## src/sv/cbz_pkg.sv

```systemverilog
`timescale 1ns / 1ps
// Shared constants and the pipeline control struct of the Bezier evaluator.
// No dependencies; cbz_weight, cbz_axis, the top level and cbz_checker import this package.
package cbz_pkg;

    localparam int NUM_STAGES = 7;
    localparam int NUM_PTS    = 4;

    typedef struct packed {
        logic [NUM_STAGES-1:0] load;
    } cbz_ctl_t;

endpackage

```

## src/sv/cbz_weight.sv

```systemverilog
`timescale 1ns / 1ps
// Bernstein weight generator: clamps t and forms the four cubic weights in two stages.
// Depends on cbz_pkg for the pipeline control struct.
module cbz_weight
    import cbz_pkg::*;
#(
    parameter int T_FRAC_BITS = 16
) (
    input  logic                                clk,
    input  cbz_ctl_t                            ctl,
    input  logic [T_FRAC_BITS:0]                t_param,
    output logic [NUM_PTS-1:0][T_FRAC_BITS+1:0] weights
);

    localparam int F  = T_FRAC_BITS;
    localparam int TW = F + 1;
    localparam int WW = F + 2;
    localparam int PW = 2 * F + 2;
    localparam int XW = 2 * F + 4;

    localparam logic [TW-1:0] T_ONE  = {1'b1, {F{1'b0}}};
    localparam logic [PW-1:0] HALF_P = PW'(1) << (F - 1);
    localparam logic [XW-1:0] HALF_X = XW'(1) << (F - 1);

    logic [TW-1:0] t_cl;
    logic [TW-1:0] s_val;
    logic [PW-1:0] sq_s;
    logic [PW-1:0] sq_t;
    logic [TW-1:0] t_reg, s_reg, ss_reg, tt_reg;
    logic [TW-1:0] ss_next, tt_next;

    logic [PW-1:0] m0, m1, m2, m3;
    logic [XW-1:0] x0, x1, x2, x3;
    logic [NUM_PTS-1:0][WW-1:0] w_next;
    logic [NUM_PTS-1:0][WW-1:0] w_reg;

    always_comb
    begin
        t_cl    = (t_param > T_ONE) ? T_ONE : t_param;
        s_val   = T_ONE - t_cl;
        sq_s    = PW'(s_val) * PW'(s_val) + HALF_P;
        sq_t    = PW'(t_cl) * PW'(t_cl) + HALF_P;
        ss_next = sq_s[F +: TW];
        tt_next = sq_t[F +: TW];
    end

    always_ff @(posedge clk)
    begin
        if (ctl.load[0])
        begin
            t_reg  <= t_cl;
            s_reg  <= s_val;
            ss_reg <= ss_next;
            tt_reg <= tt_next;
        end
    end

    always_comb
    begin
        m0 = PW'(ss_reg) * PW'(s_reg);
        m1 = PW'(ss_reg) * PW'(t_reg);
        m2 = PW'(s_reg) * PW'(tt_reg);
        m3 = PW'(tt_reg) * PW'(t_reg);
        x0 = {2'b00, m0} + HALF_X;
        x1 = {2'b00, m1} + {1'b0, m1, 1'b0} + HALF_X;
        x2 = {2'b00, m2} + {1'b0, m2, 1'b0} + HALF_X;
        x3 = {2'b00, m3} + HALF_X;
        w_next[0] = x0[F +: WW];
        w_next[1] = x1[F +: WW];
        w_next[2] = x2[F +: WW];
        w_next[3] = x3[F +: WW];
    end

    always_ff @(posedge clk)
    begin
        if (ctl.load[1])
        begin
            w_reg <= w_next;
        end
    end

    assign weights = w_reg;

endmodule

```

## config.mk

```make
export PLATFORM = sky130hd
export DESIGN_NAME = cbz_weight
export DESIGN_NICKNAME = d
export VERILOG_FILES = /design/src/sv/cbz_pkg.sv /design/src/sv/cbz_weight.sv
export SDC_FILE = /design/constraint.sdc
export NUM_CORES = 2
export LEC_CHECK = 0
export BUFFER_PORTS_ARGS = -buffer_cell sky130_fd_sc_hd__buf_4
export CAP_MARGIN = 5
export CORE_UTILIZATION = 65
export CTS_CLUSTER_DIAMETER = 120
export DETAILED_ROUTE_END_ITERATION = 10
export PLACE_DENSITY_LB_ADDON = 0.08
export RECOVER_POWER = 50
export SYNTH_ARGS = -nofsm -noshare
export SYNTH_HDL_FRONTEND = slang
export SYNTH_SLANG_ARGS = --single-unit
export TNS_END_PERCENT = 50
```

## constraint.sdc

```tcl
create_clock -name clk -period 16.25 [get_ports clk]
set_input_delay 2.4375 -clock clk [delete_from_list [all_inputs] [get_ports clk]]
set_output_delay 2.4375 -clock clk [all_outputs]
set_load 0.03 [all_outputs]
```

==> impl_metrics.csv <==
group,metric,value,unit
synthesis,async_reset_ff_share,0,%
timing,timing.final.crit_share,73.0,%
drt,routedWlPerCell,18.0,um
timing,tns,0,ns
die,core,90400,um2
setup_path,crit_path_max_incr_delay,0.92,ns
synthesis,synth_top_area_cell,"fa_1",
setup_path,crit_arrival,12.11,ns
clock_tree,numCtsBuffers,17,
global_routing,grt_antenna_before_repair,3,
die,die-height,305,um
setup_path,worst_path_max_delay_cell,"clkbuf_1",
die,fp-row-count,110,
timing,slew_violations,143,
synthesis,yosysTopAreaCellShare,43.0,%
final_layout,final_layout_size_suffix_gt1_share,2.75,%
drt,routed_wl,137,mm
timing,grt_setup_unrepaired,"false",
synthesis,yosys_warnings,0,
global_routing,track_usage,31.4,%
die,die_w,305,um
min_path,hold_class,"reg -> reg",
final_layout,largest_reg_flops,72,
synthesis,syn_inst,6495,
clock_tree,path_clk_slew,0.07,ns
timing,hold_slack,1.53,ns
timing,relSlewSlack,-170,%
synthesis,ys_seq_elements,139,
global_routing,grt_pass1_vias,45900,
drt,ant_nets,0,
drt,drtIter0Drc,2344,
timing,min_period,11.86,ns
setup_path,start_kind,"primary input",
place,gp_congestion,0.879,
final_layout,syn2layout_area_growth,3.85,%
timing,setup_violations,0,
clock_tree,max-clock-path-buffers,2,
synthesis,syn_area,59700,um2
clock_tree,post_cts_resized,0,
timing,hold_viol_final,0,
die,io_pins,97,
synthesis,yosysSeqAreaShare,6.99,%
die,dieArea,93000,um2
final_layout,nFillCells,7272,
clock_tree,h-tree-depth,4,
global_routing,grt_max_degree,68,
die,start_util,66.0,%
drt,vias,42300,
status,status,"finished with violations",
clock_tree,clkLatencyLatePin,0.51,ns
setup_path,crit_type,"in -> reg",
setup_path,crit_family,"adder cells",
clock_tree,cts_sinks,139,
drt,drc,0,
synthesis,synth_edf_count,139,
place,portBuffers,91,
clock_tree,postCtsHoldBufs,0,
synthesis,synth_area_leaders,"fa_1 43%, ha_1 16%, inv_1 11%, edfxtp_1 7.0%, nand2_1 5.4%",
synthesis,synth_ff_type,"edfxtp_1",
flow_run,maxCapViolCount,3,
setup_path,worst-path-buf-inv,10,
clock_tree,post_cts_buffers,0,
timing,fin_skew,0.0217,ns
place,hpwl,108,mm
clock_tree,cts_root_buf,"clkbuf_16",
setup_path,cpMostUsedCell,"inv_1",
timing,fmax,84.3,MHz
status,failed_checks,"capacitance limit, slew limit",
drt,firstDrtPassIters,8,
timing,worst_pin_slew,4.06,ns
global_routing,grt_pass1_wl,230,mm
clock_tree,cts_tree,"yes",
synthesis,syn_area_per_cell,9.19,um2
setup_path,crit_path_end_kind,"flop",
final_layout,nets,8542,
synthesis,synth.distinct_cells,87,
setup_path,critPathRequiredTime,16.50,ns
drt,viasPerCell,5.53,
setup_path,cp_max_fo,20,
global_routing,overflow,0,
## Yosys cell counts (all sizes together) (4+ instances only)
master / number
inv: 1680
fa: 1282
nand2: 853
ha: 785
and2: 512
clkbuf: 250
nor2: 182
edfxtp: 139
xnor2: 128
a21oi: 117
o21ai: 68
a21o: 57
xor2: 44
nor3: 42
o21a: 41
and3: 40
nor2b: 38
nand3: 32
nand2b: 19
o21bai: 18
a211oi: 16
a31oi: 13
nand4: 13
a21boi: 10
or3: 10
buf: 9
o31ai: 8
o211ai: 7
a41oi: 6
o2111ai: 5
and4: 4
o41a: 4
## path summary, 6_finish.rpt
path / start / end / slack, ns / cells past startpoint
worst min register to register: ss_reg[16] / weights[17] / 1.53 / 6
worst min-delay path: ss_reg[16] / weights[17] / 1.53 / 6
worst max register to register: s_reg[10] / weights[53] / 6.29 / 32
worst max-delay path: t_param[16] / ss_reg[16] / 4.39 / 34
## cell families (layout without fill, tap and decap cells)
kind of cell | after synthesis | after routing | synth area share (%)
AO/OA/AOI/OAI | 408 | 408 | 4.55
XOR/XNOR | 174 | 174 | 2.65
adder cells (fa/ha/maj) | 2067 | 2067 | 59.5
buffers and inverters | 1941 | 1887 | 12.2
flip-flops | 139 | 139 | 6.99
multiplexers | 2 | 2 | 0.0356
other | 2 | 27 | 0.0126
AND/OR/NAND/NOR | 1762 | 1762 | 14.1
## stage by stage
stage                     instance area, um2  setup WS (ns)  std cells  utilization, %
after floorplan                        59800           5.75       6517               -
after global placement                 61500           4.24       7607            68.1
after detailed placement               61500           4.15       7607            68.1
after CTS                              62200           4.67       7639            68.7
after global routing                   62000           3.97       7639            68.5
final                                  62000           4.39       7642            68.5
## worst register-to-register path: cells and delay by family (launching register included)
| family | cells | cell delay [ns] |
|---|---|---|
| fa+ha+maj | 9 | 4.07 |
| xor+xnor | 1 | 0.14 |
| buf+inv | 4 | 0.60 |
| simple gates | 5 | 1.44 |
| flops | 1 | 1.11 |
| mux | 1 | 0.12 |
| compound gates | 12 | 2.22 |
## cell usage in the layout, fill, tap and decap left out, types with 9 or more instances in the layout
cell	n
nand4_1	13
nand2_1	852
a21oi_1	117
nand2b_1	19
o21a_1	41
conb_1	24
xor2_1	44
a21o_1	57
xnor2_1	126
nand3_1	32
o21bai_1	18
and3_1	40
clkbuf_16	17
nor2_1	181
ha_1	785
buf_4	125
edfxtp_1	139
nor3_1	42
a31oi_1	13
o21ai_0	66
and2_1	511
clkbuf_1	48
fa_1	1282
nor2b_1	38
inv_1	1677
a211oi_1	16
or3_1	9
## metal layers
| layer | vias up | wire length, um | track usage [%] |
|---|---|---|---|
| met5 | - | 17 | 0 |
| met4 | 2 | 5260 | 10.8 |
| met3 | 245 | 7620 | 3.57 |
| met2 | 1200 | 69300 | 55.4 |
| met1 | 21700 | 55200 | 40.0 |
| li1 | 19200 | - | - |
## area by class of cell
class | count | area, um2 | area share, %
multi-input combinational | 4437 | 48300 | 77.9
inverter | 1682 | 6310 | 10.2
sequential | 139 | 4170 | 6.73
tap | 1176 | 1470 | 2.37
timing repair buffer | 173 | 1120 | 1.80
clock buffer | 17 | 425 | 0.686
clock inverter | 15 | 184 | 0.297
antenna | 3 | 7.51 | 0.0121
Power is not shown: default switching activity piles up to over one toggle a cycle in this logic, so the estimate is an artifact.
